==> config.mk <==
export PLATFORM = sky130hd
export DESIGN_NAME = voc_audio_block_parser_top
export DESIGN_NICKNAME = d
export VERILOG_FILES = /design/src/rtl/vabp_pkg.sv /design/src/rtl/vabp_div.sv /design/src/rtl/vabp_dp.sv /design/src/rtl/vabp_ctrl.sv /design/src/rtl/voc_audio_block_parser_top.sv
export SDC_FILE = /design/constraint.sdc
export NUM_CORES = 1
export LEC_CHECK = 0
export BUFFER_PORTS_ARGS = -buffer_cell sky130_fd_sc_hd__buf_2
export CAP_MARGIN = 15
export CORE_ASPECT_RATIO = 1.2
export CORE_MARGIN = 2
export CORE_UTILIZATION = 60
export DETAILED_ROUTE_END_ITERATION = 6
export PLACE_DENSITY = 0.79
export SETUP_SLACK_MARGIN = 0.15
export SYNTH_ARGS = -nofsm -noshare
export SYNTH_HDL_FRONTEND = slang
export SYNTH_HIERARCHICAL = 1
export SYNTH_SLANG_ARGS = --single-unit
export TNS_END_PERCENT = 10
==> constraint.sdc <==
create_clock -name clk -period 6.6 [get_ports clk]
set_input_delay 0.33 -clock clk [delete_from_list [all_inputs] [get_ports clk]]
set_output_delay 0.33 -clock clk [all_outputs]
set_load 0.1 [all_outputs]
==> src/rtl/vabp_pkg.sv <==
package vabp_pkg;

    localparam int unsigned SIG_LEN       = 20;
    localparam int unsigned MIN_FILE_LEN  = 26;
    localparam int unsigned MIN_HDR_OFF   = 22;
    localparam int unsigned T1_MIN_LEN    = 2;
    localparam int unsigned T9_MIN_LEN    = 12;
    localparam int unsigned T9_DATA_START = 12;

    localparam logic [31:0] FILE_LEN_RESET = 32'd26;
    localparam logic [31:0] RESET_RATE     = 32'd11025;

    // rate of a type 1 block: RATE_DIVIDEND / (TC_BASE - tc)
    localparam int unsigned QUO_W = 20;
    localparam int unsigned DVS_W = 9;
    localparam logic [QUO_W-1:0] RATE_DIVIDEND = 20'd1000000;
    localparam logic [DVS_W-1:0] TC_BASE       = 9'd256;

    localparam logic [7:0] TYPE_END       = 8'd0;
    localparam logic [7:0] TYPE_SOUND     = 8'd1;
    localparam logic [7:0] TYPE_SOUND_NEW = 8'd9;
    localparam logic [7:0] CODEC_PCM8     = 8'd0;
    localparam logic [7:0] BITS_8         = 8'd8;
    localparam logic [7:0] CHANNELS_MONO  = 8'd1;

    localparam logic       KIND_SAMPLE = 1'b0;
    localparam logic       KIND_DONE   = 1'b1;

    localparam logic [1:0] STATUS_OK       = 2'd0;
    localparam logic [1:0] STATUS_SHORT    = 2'd1;
    localparam logic [1:0] STATUS_BAD_HDR  = 2'd2;
    localparam logic [1:0] STATUS_NO_AUDIO = 2'd3;

    typedef enum logic [5:0] {
        PH_SIG  = 6'b000001,
        PH_HDR  = 6'b000010,
        PH_SKIP = 6'b000100,
        PH_BHDR = 6'b001000,
        PH_BODY = 6'b010000,
        PH_STOP = 6'b100000
    } phase_t;

    typedef struct packed {
        logic step;
        logic div_start;
        logic load_done;
    } cmd_t;

    typedef struct packed {
        logic sample_hit;
        logic div_hit;
        logic final_hit;
        logic div_done;
        logic out_free;
    } stat_t;

    function automatic logic [7:0] sig_byte(input logic [4:0] idx);
        logic [7:0] r;
        case (idx)
            5'd0:    r = 8'h43;
            5'd1:    r = 8'h72;
            5'd2:    r = 8'h65;
            5'd3:    r = 8'h61;
            5'd4:    r = 8'h74;
            5'd5:    r = 8'h69;
            5'd6:    r = 8'h76;
            5'd7:    r = 8'h65;
            5'd8:    r = 8'h20;
            5'd9:    r = 8'h56;
            5'd10:   r = 8'h6F;
            5'd11:   r = 8'h69;
            5'd12:   r = 8'h63;
            5'd13:   r = 8'h65;
            5'd14:   r = 8'h20;
            5'd15:   r = 8'h46;
            5'd16:   r = 8'h69;
            5'd17:   r = 8'h6C;
            5'd18:   r = 8'h65;
            5'd19:   r = 8'h1A;
            default: r = 8'h00;
        endcase
        return r;
    endfunction

endpackage

==> src/rtl/vabp_div.sv <==
module vabp_div (
    input  logic                        clk,
    input  logic                        rst_n,
    input  logic                        start,
    input  logic [vabp_pkg::DVS_W-1:0]  divisor,
    output logic                        done,
    output logic [vabp_pkg::QUO_W-1:0]  quotient
);
    import vabp_pkg::*;

    localparam int unsigned CNT_W = $clog2(QUO_W);

    logic               busy_reg, busy_next;
    logic               done_reg, done_next;
    logic [CNT_W-1:0]   cnt_reg, cnt_next;
    logic [DVS_W-1:0]   rem_reg, rem_next;
    logic [DVS_W-1:0]   dvs_reg, dvs_next;
    logic [QUO_W-1:0]   quo_reg, quo_next;
    logic [DVS_W:0]     rem_shift;
    logic [DVS_W:0]     rem_sub;

    // one quotient bit per cycle, restoring
    assign rem_shift = {rem_reg, quo_reg[QUO_W-1]};
    assign rem_sub   = rem_shift - {1'b0, dvs_reg};

    always_comb
    begin
        busy_next = busy_reg;
        done_next = 1'b0;
        cnt_next  = cnt_reg;
        rem_next  = rem_reg;
        dvs_next  = dvs_reg;
        quo_next  = quo_reg;
        if (start)
        begin
            busy_next = 1'b1;
            cnt_next  = '0;
            rem_next  = '0;
            dvs_next  = divisor;
            quo_next  = RATE_DIVIDEND;
        end
        else if (busy_reg)
        begin
            if (rem_shift >= {1'b0, dvs_reg})
            begin
                rem_next = rem_sub[DVS_W-1:0];
                quo_next = {quo_reg[QUO_W-2:0], 1'b1};
            end
            else
            begin
                rem_next = rem_shift[DVS_W-1:0];
                quo_next = {quo_reg[QUO_W-2:0], 1'b0};
            end
            cnt_next = cnt_reg + 1'b1;
            if (cnt_reg == CNT_W'(QUO_W - 1))
            begin
                busy_next = 1'b0;
                done_next = 1'b1;
            end
        end
    end

    always_ff @(posedge clk or negedge rst_n)
    begin
        if (!rst_n)
        begin
            busy_reg <= 1'b0;
            done_reg <= 1'b0;
            cnt_reg  <= '0;
        end
        else
        begin
            busy_reg <= busy_next;
            done_reg <= done_next;
            cnt_reg  <= cnt_next;
        end
    end

    always_ff @(posedge clk)
    begin
        rem_reg <= rem_next;
        dvs_reg <= dvs_next;
        quo_reg <= quo_next;
    end

    assign done     = done_reg;
    assign quotient = quo_reg;

endmodule

==> src/rtl/vabp_dp.sv <==
module vabp_dp (
    input  logic            clk,
    input  logic            rst_n,
    input  logic            cfg_valid,
    input  logic [31:0]     file_length,
    input  logic [7:0]      data_byte,
    input  vabp_pkg::cmd_t  cmd,
    output vabp_pkg::stat_t stat,
    output logic            out_valid,
    input  logic            out_stall,
    output logic            kind,
    output logic [7:0]      pcm_sample,
    output logic [31:0]     sample_rate,
    output logic [1:0]      status,
    output logic [31:0]     sample_count,
    output logic            last
);
    import vabp_pkg::*;

    logic [31:0] len_reg;
    logic [31:0] pos_reg,     pos_next;
    phase_t      phase_reg,   phase_next;
    logic [15:0] hdr_reg,     hdr_next;
    logic [7:0]  btype_reg,   btype_next;
    logic [23:0] blen_reg,    blen_next;
    logic [23:0] bidx_reg,    bidx_next;
    logic [7:0]  tc_reg,      tc_next;
    logic [31:0] racc_reg,    racc_next;
    logic [31:0] rate_reg,    rate_next;
    logic [31:0] samples_reg, samples_next;
    logic        pen_reg,     pen_next;
    logic [1:0]  err_reg,     err_next;

    logic        out_valid_reg;
    logic        out_kind_reg;
    logic [7:0]  out_pcm_reg;
    logic [31:0] out_rate_reg;
    logic [1:0]  out_status_reg;
    logic [31:0] out_count_reg;

    logic        in_range;
    logic        final_hit;
    logic        sample_hit;
    logic        div_hit;
    logic [15:0] hdr_new;
    logic [23:0] blen_shift;
    logic [23:0] blen_new;
    logic [32:0] end_sum;
    logic [31:0] racc_base;
    logic [31:0] racc_shift;
    logic [31:0] racc_new;
    logic [23:0] bidx_inc;
    logic [1:0]  done_status;
    logic [QUO_W-1:0] quotient;

    assign in_range  = (len_reg != 32'd0) && (pos_reg < len_reg);
    assign final_hit = in_range && (pos_reg == len_reg - 32'd1);

    assign hdr_new  = hdr_reg | {data_byte, 8'h00};
    assign blen_new = blen_reg | blen_shift;
    assign end_sum  = {1'b0, pos_reg} + 33'd1 + {9'd0, blen_new};
    assign racc_new = racc_base | racc_shift;
    assign bidx_inc = bidx_reg + 24'd1;

    always_comb
    begin
        case (bidx_reg[1:0])
            2'd1:    blen_shift = {16'h0000, data_byte};
            2'd2:    blen_shift = {8'h00, data_byte, 8'h00};
            default: blen_shift = {data_byte, 16'h0000};
        endcase
        case (bidx_reg[1:0])
            2'd0:    racc_shift = {24'h000000, data_byte};
            2'd1:    racc_shift = {16'h0000, data_byte, 8'h00};
            2'd2:    racc_shift = {8'h00, data_byte, 16'h0000};
            default: racc_shift = {data_byte, 24'h000000};
        endcase
        racc_base = (bidx_reg[1:0] == 2'd0) ? 32'd0 : racc_reg;
    end

    always_comb
    begin
        pos_next     = pos_reg;
        phase_next   = phase_reg;
        hdr_next     = hdr_reg;
        btype_next   = btype_reg;
        blen_next    = blen_reg;
        bidx_next    = bidx_reg;
        tc_next      = tc_reg;
        racc_next    = racc_reg;
        rate_next    = rate_reg;
        samples_next = samples_reg;
        pen_next     = pen_reg;
        err_next     = err_reg;
        sample_hit   = 1'b0;
        div_hit      = 1'b0;

        if (in_range)
        begin
            pos_next = pos_reg + 32'd1;
            case (phase_reg)
                PH_SIG:
                begin
                    if (len_reg < 32'(MIN_FILE_LEN))
                    begin
                        err_next   = STATUS_SHORT;
                        phase_next = PH_STOP;
                    end
                    else if (pos_reg >= 32'(SIG_LEN) || data_byte != sig_byte(pos_reg[4:0]))
                    begin
                        err_next   = STATUS_BAD_HDR;
                        phase_next = PH_STOP;
                    end
                    else if (pos_reg == 32'(SIG_LEN - 1))
                    begin
                        phase_next = PH_HDR;
                    end
                end
                PH_HDR:
                begin
                    if (pos_reg == 32'(SIG_LEN))
                    begin
                        hdr_next = {8'h00, data_byte};
                    end
                    else
                    begin
                        hdr_next = hdr_new;
                        if (hdr_new < 16'(MIN_HDR_OFF))
                        begin
                            err_next   = STATUS_BAD_HDR;
                            phase_next = PH_STOP;
                        end
                        else
                        begin
                            phase_next = PH_SKIP;
                        end
                    end
                end
                PH_SKIP:
                begin
                    if (pos_reg >= {16'h0000, hdr_reg})
                    begin
                        bidx_next = 24'd0;
                        if (data_byte == TYPE_END)
                        begin
                            phase_next = PH_STOP;
                        end
                        else
                        begin
                            phase_next = PH_BHDR;
                            btype_next = data_byte;
                            blen_next  = 24'd0;
                            bidx_next  = 24'd1;
                        end
                    end
                end
                PH_BHDR:
                begin
                    if (bidx_reg[1:0] == 2'd0)
                    begin
                        if (data_byte == TYPE_END)
                        begin
                            phase_next = PH_STOP;
                        end
                        else
                        begin
                            btype_next = data_byte;
                            blen_next  = 24'd0;
                            bidx_next  = 24'd1;
                        end
                    end
                    else
                    begin
                        blen_next = blen_new;
                        if (bidx_reg[1:0] != 2'd3)
                        begin
                            bidx_next = bidx_inc;
                        end
                        else
                        begin
                            bidx_next = 24'd0;
                            // drop the walk when the block runs past the file
                            if (end_sum > {1'b0, len_reg})
                            begin
                                phase_next = PH_STOP;
                            end
                            else if (blen_new != 24'd0)
                            begin
                                phase_next = PH_BODY;
                                pen_next   = 1'b0;
                            end
                        end
                    end
                end
                PH_BODY:
                begin
                    if (btype_reg == TYPE_SOUND && blen_reg >= 24'(T1_MIN_LEN))
                    begin
                        if (bidx_reg == 24'd0)
                        begin
                            tc_next = data_byte;
                        end
                        else if (bidx_reg == 24'd1)
                        begin
                            if (data_byte == CODEC_PCM8)
                            begin
                                div_hit  = 1'b1;
                                pen_next = 1'b1;
                            end
                        end
                        else if (pen_reg)
                        begin
                            sample_hit = 1'b1;
                        end
                    end
                    else if (btype_reg == TYPE_SOUND_NEW && blen_reg >= 24'(T9_MIN_LEN))
                    begin
                        if (bidx_reg < 24'd4)
                        begin
                            racc_next = racc_new;
                            if (bidx_reg == 24'd3 && racc_new != 32'd0)
                            begin
                                rate_next = racc_new;
                            end
                        end
                        else if (bidx_reg == 24'd4)
                        begin
                            tc_next = data_byte;
                        end
                        else if (bidx_reg == 24'd5)
                        begin
                            pen_next = (tc_reg == BITS_8) && (data_byte == CHANNELS_MONO);
                        end
                        else if (bidx_reg >= 24'(T9_DATA_START) && pen_reg)
                        begin
                            sample_hit = 1'b1;
                        end
                    end
                    bidx_next = bidx_inc;
                    if (bidx_inc == blen_reg)
                    begin
                        phase_next = PH_BHDR;
                        bidx_next  = 24'd0;
                    end
                    if (sample_hit)
                    begin
                        samples_next = samples_reg + 32'd1;
                    end
                end
                default:
                begin
                end
            endcase
        end
    end

    always_comb
    begin
        if (len_reg < 32'(MIN_FILE_LEN))
        begin
            done_status = STATUS_SHORT;
        end
        else if (err_reg != STATUS_OK)
        begin
            done_status = err_reg;
        end
        else if (samples_reg == 32'd0)
        begin
            done_status = STATUS_NO_AUDIO;
        end
        else
        begin
            done_status = STATUS_OK;
        end
    end

    vabp_div u_div (
        .clk      (clk),
        .rst_n    (rst_n),
        .start    (cmd.div_start),
        .divisor  (TC_BASE - {1'b0, tc_reg}),
        .done     (stat.div_done),
        .quotient (quotient)
    );

    assign stat.sample_hit = sample_hit;
    assign stat.div_hit    = div_hit;
    assign stat.final_hit  = final_hit;
    assign stat.out_free   = !out_valid_reg || !out_stall;

    always_ff @(posedge clk or negedge rst_n)
    begin
        if (!rst_n)
        begin
            len_reg     <= FILE_LEN_RESET;
            pos_reg     <= '0;
            phase_reg   <= PH_SIG;
            hdr_reg     <= '0;
            btype_reg   <= '0;
            blen_reg    <= '0;
            bidx_reg    <= '0;
            tc_reg      <= '0;
            racc_reg    <= '0;
            rate_reg    <= RESET_RATE;
            samples_reg <= '0;
            pen_reg     <= 1'b0;
            err_reg     <= STATUS_OK;
        end
        else
        begin
            if (cfg_valid)
            begin
                len_reg <= file_length;
            end
            if (cmd.step)
            begin
                pos_reg     <= pos_next;
                phase_reg   <= phase_next;
                hdr_reg     <= hdr_next;
                btype_reg   <= btype_next;
                blen_reg    <= blen_next;
                bidx_reg    <= bidx_next;
                tc_reg      <= tc_next;
                racc_reg    <= racc_next;
                rate_reg    <= rate_next;
                samples_reg <= samples_next;
                pen_reg     <= pen_next;
                err_reg     <= err_next;
            end
            else if (stat.div_done)
            begin
                rate_reg <= {{(32 - QUO_W){1'b0}}, quotient};
            end
        end
    end

    always_ff @(posedge clk or negedge rst_n)
    begin
        if (!rst_n)
        begin
            out_valid_reg <= 1'b0;
        end
        else if ((cmd.step && sample_hit) || cmd.load_done)
        begin
            out_valid_reg <= 1'b1;
        end
        else if (!out_stall)
        begin
            out_valid_reg <= 1'b0;
        end
    end

    always_ff @(posedge clk)
    begin
        if (cmd.step && sample_hit)
        begin
            out_kind_reg   <= KIND_SAMPLE;
            out_pcm_reg    <= data_byte;
            out_rate_reg   <= rate_reg;
            out_status_reg <= STATUS_OK;
            out_count_reg  <= samples_next;
        end
        else if (cmd.load_done)
        begin
            out_kind_reg   <= KIND_DONE;
            out_pcm_reg    <= 8'h00;
            out_rate_reg   <= rate_reg;
            out_status_reg <= done_status;
            out_count_reg  <= samples_reg;
        end
    end

    assign out_valid    = out_valid_reg;
    assign kind         = out_kind_reg;
    assign pcm_sample   = out_pcm_reg;
    assign sample_rate  = out_rate_reg;
    assign status       = out_status_reg;
    assign sample_count = out_count_reg;
    assign last         = out_kind_reg;

endmodule

==> src/rtl/vabp_ctrl.sv <==
module vabp_ctrl (
    input  logic            clk,
    input  logic            rst_n,
    input  logic            in_valid,
    output logic            in_stall,
    input  vabp_pkg::stat_t stat,
    output vabp_pkg::cmd_t  cmd
);
    import vabp_pkg::*;

    typedef enum logic [2:0] {
        ST_IDLE = 3'b001,
        ST_DIV  = 3'b010,
        ST_DONE = 3'b100
    } ctrl_state_t;

    ctrl_state_t state_reg, state_next;
    logic        pend_reg, pend_next;

    always_comb
    begin
        state_next    = state_reg;
        pend_next     = pend_reg;
        cmd.step      = 1'b0;
        cmd.div_start = 1'b0;
        cmd.load_done = 1'b0;
        in_stall      = 1'b1;
        case (state_reg)
            ST_IDLE:
            begin
                in_stall = !stat.out_free;
                if (in_valid && stat.out_free)
                begin
                    cmd.step = 1'b1;
                    if (stat.div_hit)
                    begin
                        // hold input until the new rate is in place
                        cmd.div_start = 1'b1;
                        pend_next     = stat.final_hit;
                        state_next    = ST_DIV;
                    end
                    else if (stat.final_hit)
                    begin
                        state_next = ST_DONE;
                    end
                end
            end
            ST_DIV:
            begin
                if (stat.div_done)
                begin
                    state_next = pend_reg ? ST_DONE : ST_IDLE;
                end
            end
            ST_DONE:
            begin
                if (stat.out_free)
                begin
                    cmd.load_done = 1'b1;
                    state_next    = ST_IDLE;
                end
            end
            default:
            begin
                state_next = ST_IDLE;
            end
        endcase
    end

    always_ff @(posedge clk or negedge rst_n)
    begin
        if (!rst_n)
        begin
            state_reg <= ST_IDLE;
            pend_reg  <= 1'b0;
        end
        else
        begin
            state_reg <= state_next;
            pend_reg  <= pend_next;
        end
    end

endmodule

==> src/rtl/voc_audio_block_parser_top.sv <==
// Voice-format audio file parser.
// Input channel: one file byte per item on data_byte (in_valid / in_stall).
// Config channel: file_length written through cfg_valid / cfg_ready; ready is
// always high. Write it only while the parser is idle.
// Output channel: sample items (kind 0) carrying one unsigned 8-bit mono
// sample, and one done item (kind 1, last 1) on the final file byte with
// status, rate and total sample count (out_valid / out_stall).
// Throughput: one byte per cycle while the output register drains. The codec
// byte of a type 1 block, when it names 8-bit PCM, starts the rate divider, a
// one-bit-per-cycle restoring unit that holds input until the new rate is set.
// The done item is loaded from a done state after the final byte's sample item.
// A sample item appears on the output in the cycle after its byte is accepted.
// A stalled output item holds; the next byte is accepted in the same cycle
// the held item leaves, so a stalled receiver stalls the input one for one.
// Reset clears the parse state, sets the rate to 11025 and file_length to 26.
module voc_audio_block_parser_top (
    input  logic        clk,
    input  logic        rst_n,
    input  logic        cfg_valid,
    output logic        cfg_ready,
    input  logic [31:0] file_length,
    input  logic        in_valid,
    output logic        in_stall,
    input  logic [7:0]  data_byte,
    output logic        out_valid,
    input  logic        out_stall,
    output logic        kind,
    output logic [7:0]  pcm_sample,
    output logic [31:0] sample_rate,
    output logic [1:0]  status,
    output logic [31:0] sample_count,
    output logic        last
);
    import vabp_pkg::*;

    cmd_t  cmd;
    stat_t stat;

    assign cfg_ready = 1'b1;

    vabp_ctrl u_ctrl (
        .clk      (clk),
        .rst_n    (rst_n),
        .in_valid (in_valid),
        .in_stall (in_stall),
        .stat     (stat),
        .cmd      (cmd)
    );

    vabp_dp u_dp (
        .clk          (clk),
        .rst_n        (rst_n),
        .cfg_valid    (cfg_valid),
        .file_length  (file_length),
        .data_byte    (data_byte),
        .cmd          (cmd),
        .stat         (stat),
        .out_valid    (out_valid),
        .out_stall    (out_stall),
        .kind         (kind),
        .pcm_sample   (pcm_sample),
        .sample_rate  (sample_rate),
        .status       (status),
        .sample_count (sample_count),
        .last         (last)
    );

    a_div_holds_input: assert property (@(posedge clk) disable iff (!rst_n)
        cmd.div_start |=> in_stall)
        else $error("input taken while rate divider runs");

    a_div_done_stalled: assert property (@(posedge clk) disable iff (!rst_n)
        stat.div_done |-> in_stall)
        else $error("divider finished outside of rate wait");

    a_step_vs_done: assert property (@(posedge clk) disable iff (!rst_n)
        !(cmd.step && cmd.load_done))
        else $error("byte step and done load in one cycle");

    a_sample_fields: assert property (@(posedge clk) disable iff (!rst_n)
        (out_valid && kind == KIND_SAMPLE) |-> (status == STATUS_OK && !last))
        else $error("sample item with done fields");

endmodule
==> summary.md <==
| Metric | Value |
|---|---|
| Leak Pwr | 11.2 nW |
| Crit path max fanout | 13 |
| Final design area excluding fillers | 25,300 um2 |
| Routability cong. | around 1.0 |
| Net load switching power | between 2 and 3 mW |
| Yosys warnings | 6 |
| Max-slew violation count | 0 |
| Ratio of cells with drive above 1 in the final layout | 0.126 |
| Initial core utilization | 0.605 |
| Synthesized area per cell | around 9.5 um2 |
| Critical path buffer and inverter count | 2 |
| Width of the die | ~180 um |
| Initial antenna violation count | 0 |
| Storage cell area | between 9000 and 10,000 um2 |
| Max-slew headroom | 0.0933 |
| Final antenna-violating net count | 0 |
| Sum Neg Setup Slack | 0 ns |
| Worst setup margin | roughly 0.62 ns |
| Final Critical Period | approximately 6 ns |
| Clock power frac | 0.289 |
| Final standard cell utilization of the core | 0.673 |
| Area occupied by multi-input gates | ~12,000 um2 |
| Critical Path End Type | flop |
| Worst Max-Slew Pin Slew | 1.35 ns |
| CP required | 7.03 ns |
| Buffers on Ports | around 120 |
| Number of global-route vias before repair | 18,700 |
| Met3 Use GR | 0.0504 |
| RR Startpoint | u_dp/bidx_reg[1] |
| Routing usage on met1 | 0.389 |
| Total core area | 37,600 um2 |
| Overall via count from detail_route | 19,000 |
| Synthesized netlist net count | 2,567 |
| Status | complete, no violations |
| Number of optimization iterations in the first detailed-route pass | 6 |
| Clock root buffer master | sky130_fd_sc_hd__clkbuf_16 |
| DRC viols | 0 |
| Worst reg-to-reg path cell count | 25 |
| Slowest cell delay on critical path | approximately 0.43 ns |
| Delay-heaviest family, CP | compound AO/OA/AOI/OAI gates |
| Post-route fraction of the period consumed by the critical path | 0.906 |
| Detailed placement HPWL | around 44,000 um |
| Total power | a little under 8 mW |
| Data arrival time at the worst-slack endpoint | ~6.4 ns |
| Number of instances on the worst hold path | 3 |
| Clock latency reported for the late side of the worst-skew pair | 0.57 ns |
| Hold Fails Final Rpt | 0 |
| ANT cells | 0 |
| Post-placement cell area | around 24,000 um2 |
| Wirelength, routed | just over 60,000 um |
| Place WS | between 0.4 and 0.5 ns |
| Global route overflow | 0 |
| Final non-filler cell total | 2,992 |
| Critical Setup Path Class | flop to flop |
| Die Outline Area | about 39,000 um2 |
| Cell type of the slowest stage on the worst timing path | sky130_fd_sc_hd__dfrtp_1 |
| Hold Startpoint | file_length[1] |
| H-tree lvl count | 2 |
| All-layer global routing usage | 0.313 |
| Per-cell via count in the routed design | roughly 6.3 |
| Number of cells on the critical path | 25 |
| PwrDens | 313 nW/um2 |
| Area overhead of the layout relative to synthesis | 11.2% |
| Cell Int Power | roughly 5 mW |
| First-pass GRT wire length | just under 100,000 um |
| I/O Pins | around 120 |
| Share of total power in combinational logic | 0.351 |
| Drt first-iter violations | around 1,600 |
| Chip Height | between 200 and 250 um |
| Number of cells produced by synthesis | roughly 2,400 |
| Final Hold Slack | 0.0308 ns |
| Met2 layer usage reported by global route | 0.533 |
| Fraction of power consumed by sequential logic | 0.360 |
| Cells after DPL | 2,889 |
| Mapped Area | roughly 23,000 um2 |
| Endpoint of the worst hold path | u_dp/len_reg[1] |
| Worst r2r dst | u_dp/phase_reg[4] |
| Post-Route Skew | ~0.019 ns |
| Unrepaired setup endpoints after global routing | false |
| Setup violations, final | 0 |
| Maximum VDD drop | 0.176 mV |
| Maximum number of buffers from clock root to sink | 3 |
| Setup slack of the worst register-to-register path | approximately 0.62 ns |
| NumNets Final | 2,664 |
| CTS buffer count | 40 |
| Crit start category | flop |
| Floorplan row count | 78 |
| Maximum number of pins on one net before global-route repair | ~170 |
| GRT busiest layer | met2 |
| Wire length per cell | ~21 um |
| Clock slew at the register clock pins of the worst setup and hold paths | roughly 0.050 ns |
| Clock sinks | between 300 and 400 |
| Post-CTS Setup Inserts | 0 |
| CTS tree | yes |
| Sw Share | 0.366 |
| Number of maximum-capacitance violations | 0 |
| Peak clock frequency supported by timing | roughly 0.17 GHz |
| Tightest Hold Check Type | primary input to flop |
| Number of fill cells | slightly below 3,000 |
[area by class of cell]
class / count / area share
inverter: 108 / 0.0160
clock buffer: 52 / 0.0430
multi-input combinational: 1770 / 0.480
tap: 480 / 0.0238
clock inverter: 22 / 0.00960
sequential: 374 / 0.381
timing repair buffer: 186 / 0.0469
[cells in the final DEF (no fill, tap or decap), types with 11 or more instances in the layout]
cell type,n
sky130_fd_sc_hd__and2_1,14
sky130_fd_sc_hd__ha_1,137
sky130_fd_sc_hd__xor2_1,45
sky130_fd_sc_hd__buf_2,121
sky130_fd_sc_hd__inv_1,107
sky130_fd_sc_hd__a21oi_1,116
sky130_fd_sc_hd__nor2_1,163
sky130_fd_sc_hd__a21boi_0,12
sky130_fd_sc_hd__dlygate4sd3_1,29
sky130_fd_sc_hd__nor3_1,44
sky130_fd_sc_hd__nand2b_1,35
sky130_fd_sc_hd__and3_1,24
sky130_fd_sc_hd__o21a_1,34
sky130_fd_sc_hd__nand4_1,64
sky130_fd_sc_hd__dfxtp_1,32
sky130_fd_sc_hd__o211ai_1,20
sky130_fd_sc_hd__edfxtp_1,81
sky130_fd_sc_hd__xnor2_1,163
sky130_fd_sc_hd__a21o_1,30
sky130_fd_sc_hd__o21ai_0,152
sky130_fd_sc_hd__dfrtp_1,250
sky130_fd_sc_hd__dfstp_2,11
sky130_fd_sc_hd__a22oi_1,29
sky130_fd_sc_hd__a211oi_1,21
sky130_fd_sc_hd__nand2_1,206
sky130_fd_sc_hd__and4_1,16
sky130_fd_sc_hd__clkbuf_16,40
sky130_fd_sc_hd__buf_4,34
sky130_fd_sc_hd__nor2b_1,20
sky130_fd_sc_hd__mux2_2,51
sky130_fd_sc_hd__nor3b_1,16
sky130_fd_sc_hd__nor4_1,45
sky130_fd_sc_hd__mux2i_1,34
sky130_fd_sc_hd__or4_1,13
sky130_fd_sc_hd__nand3_1,99
[power groups by stage]
stage                     combinational [mW]  clock, mW  sequential (mW)
after global routing                    3.07       2.42             2.87
after floorplan                         2.03          0             2.76
final                                   2.78       2.29             2.85
after detailed placement                2.67          0             2.88
after CTS                               2.72       2.32             2.83
after global placement                  2.60          0             2.87
[tightest hold or removal path, stage by stage]
cell,delay (ns)
sky130_fd_sc_hd__buf_2,0.08
sky130_fd_sc_hd__nand2_1,0.05
sky130_fd_sc_hd__o21ai_0,0.08
[how the worst max path moves through the flow]
stage	end	slack, ns	start
after floorplan	u_dp/phase_reg[2]	1.25	u_dp/bidx_reg[0]
after global placement	u_dp/phase_reg[4]	0.60	u_dp/bidx_reg[0]
after detailed placement	u_dp/phase_reg[4]	0.48	u_dp/bidx_reg[1]
after CTS	u_dp/phase_reg[4]	0.43	u_dp/bidx_reg[1]
after global routing	u_dp/phase_reg[4]	0.18	u_dp/bidx_reg[1]
final	u_dp/phase_reg[4]	0.62	u_dp/bidx_reg[1]
[timing repair]
action / CTS / global route
endpoints found under the hold margin: 110 / 2
hold buffers: 27 / 2
resized for setup: 0 / 3
setup endpoints to repair: 0 / 7
[routing by layer]
layer  routed length (um)  share of wire  up-vias
li1                     -              -     8803
met1                25100           0.40     9158
met2                29900           0.48      791
met3                 4140          0.067      199
met4                 2990          0.048        0
met5                    0              0        -
Note: power is estimated with default switching activity, not from simulation.
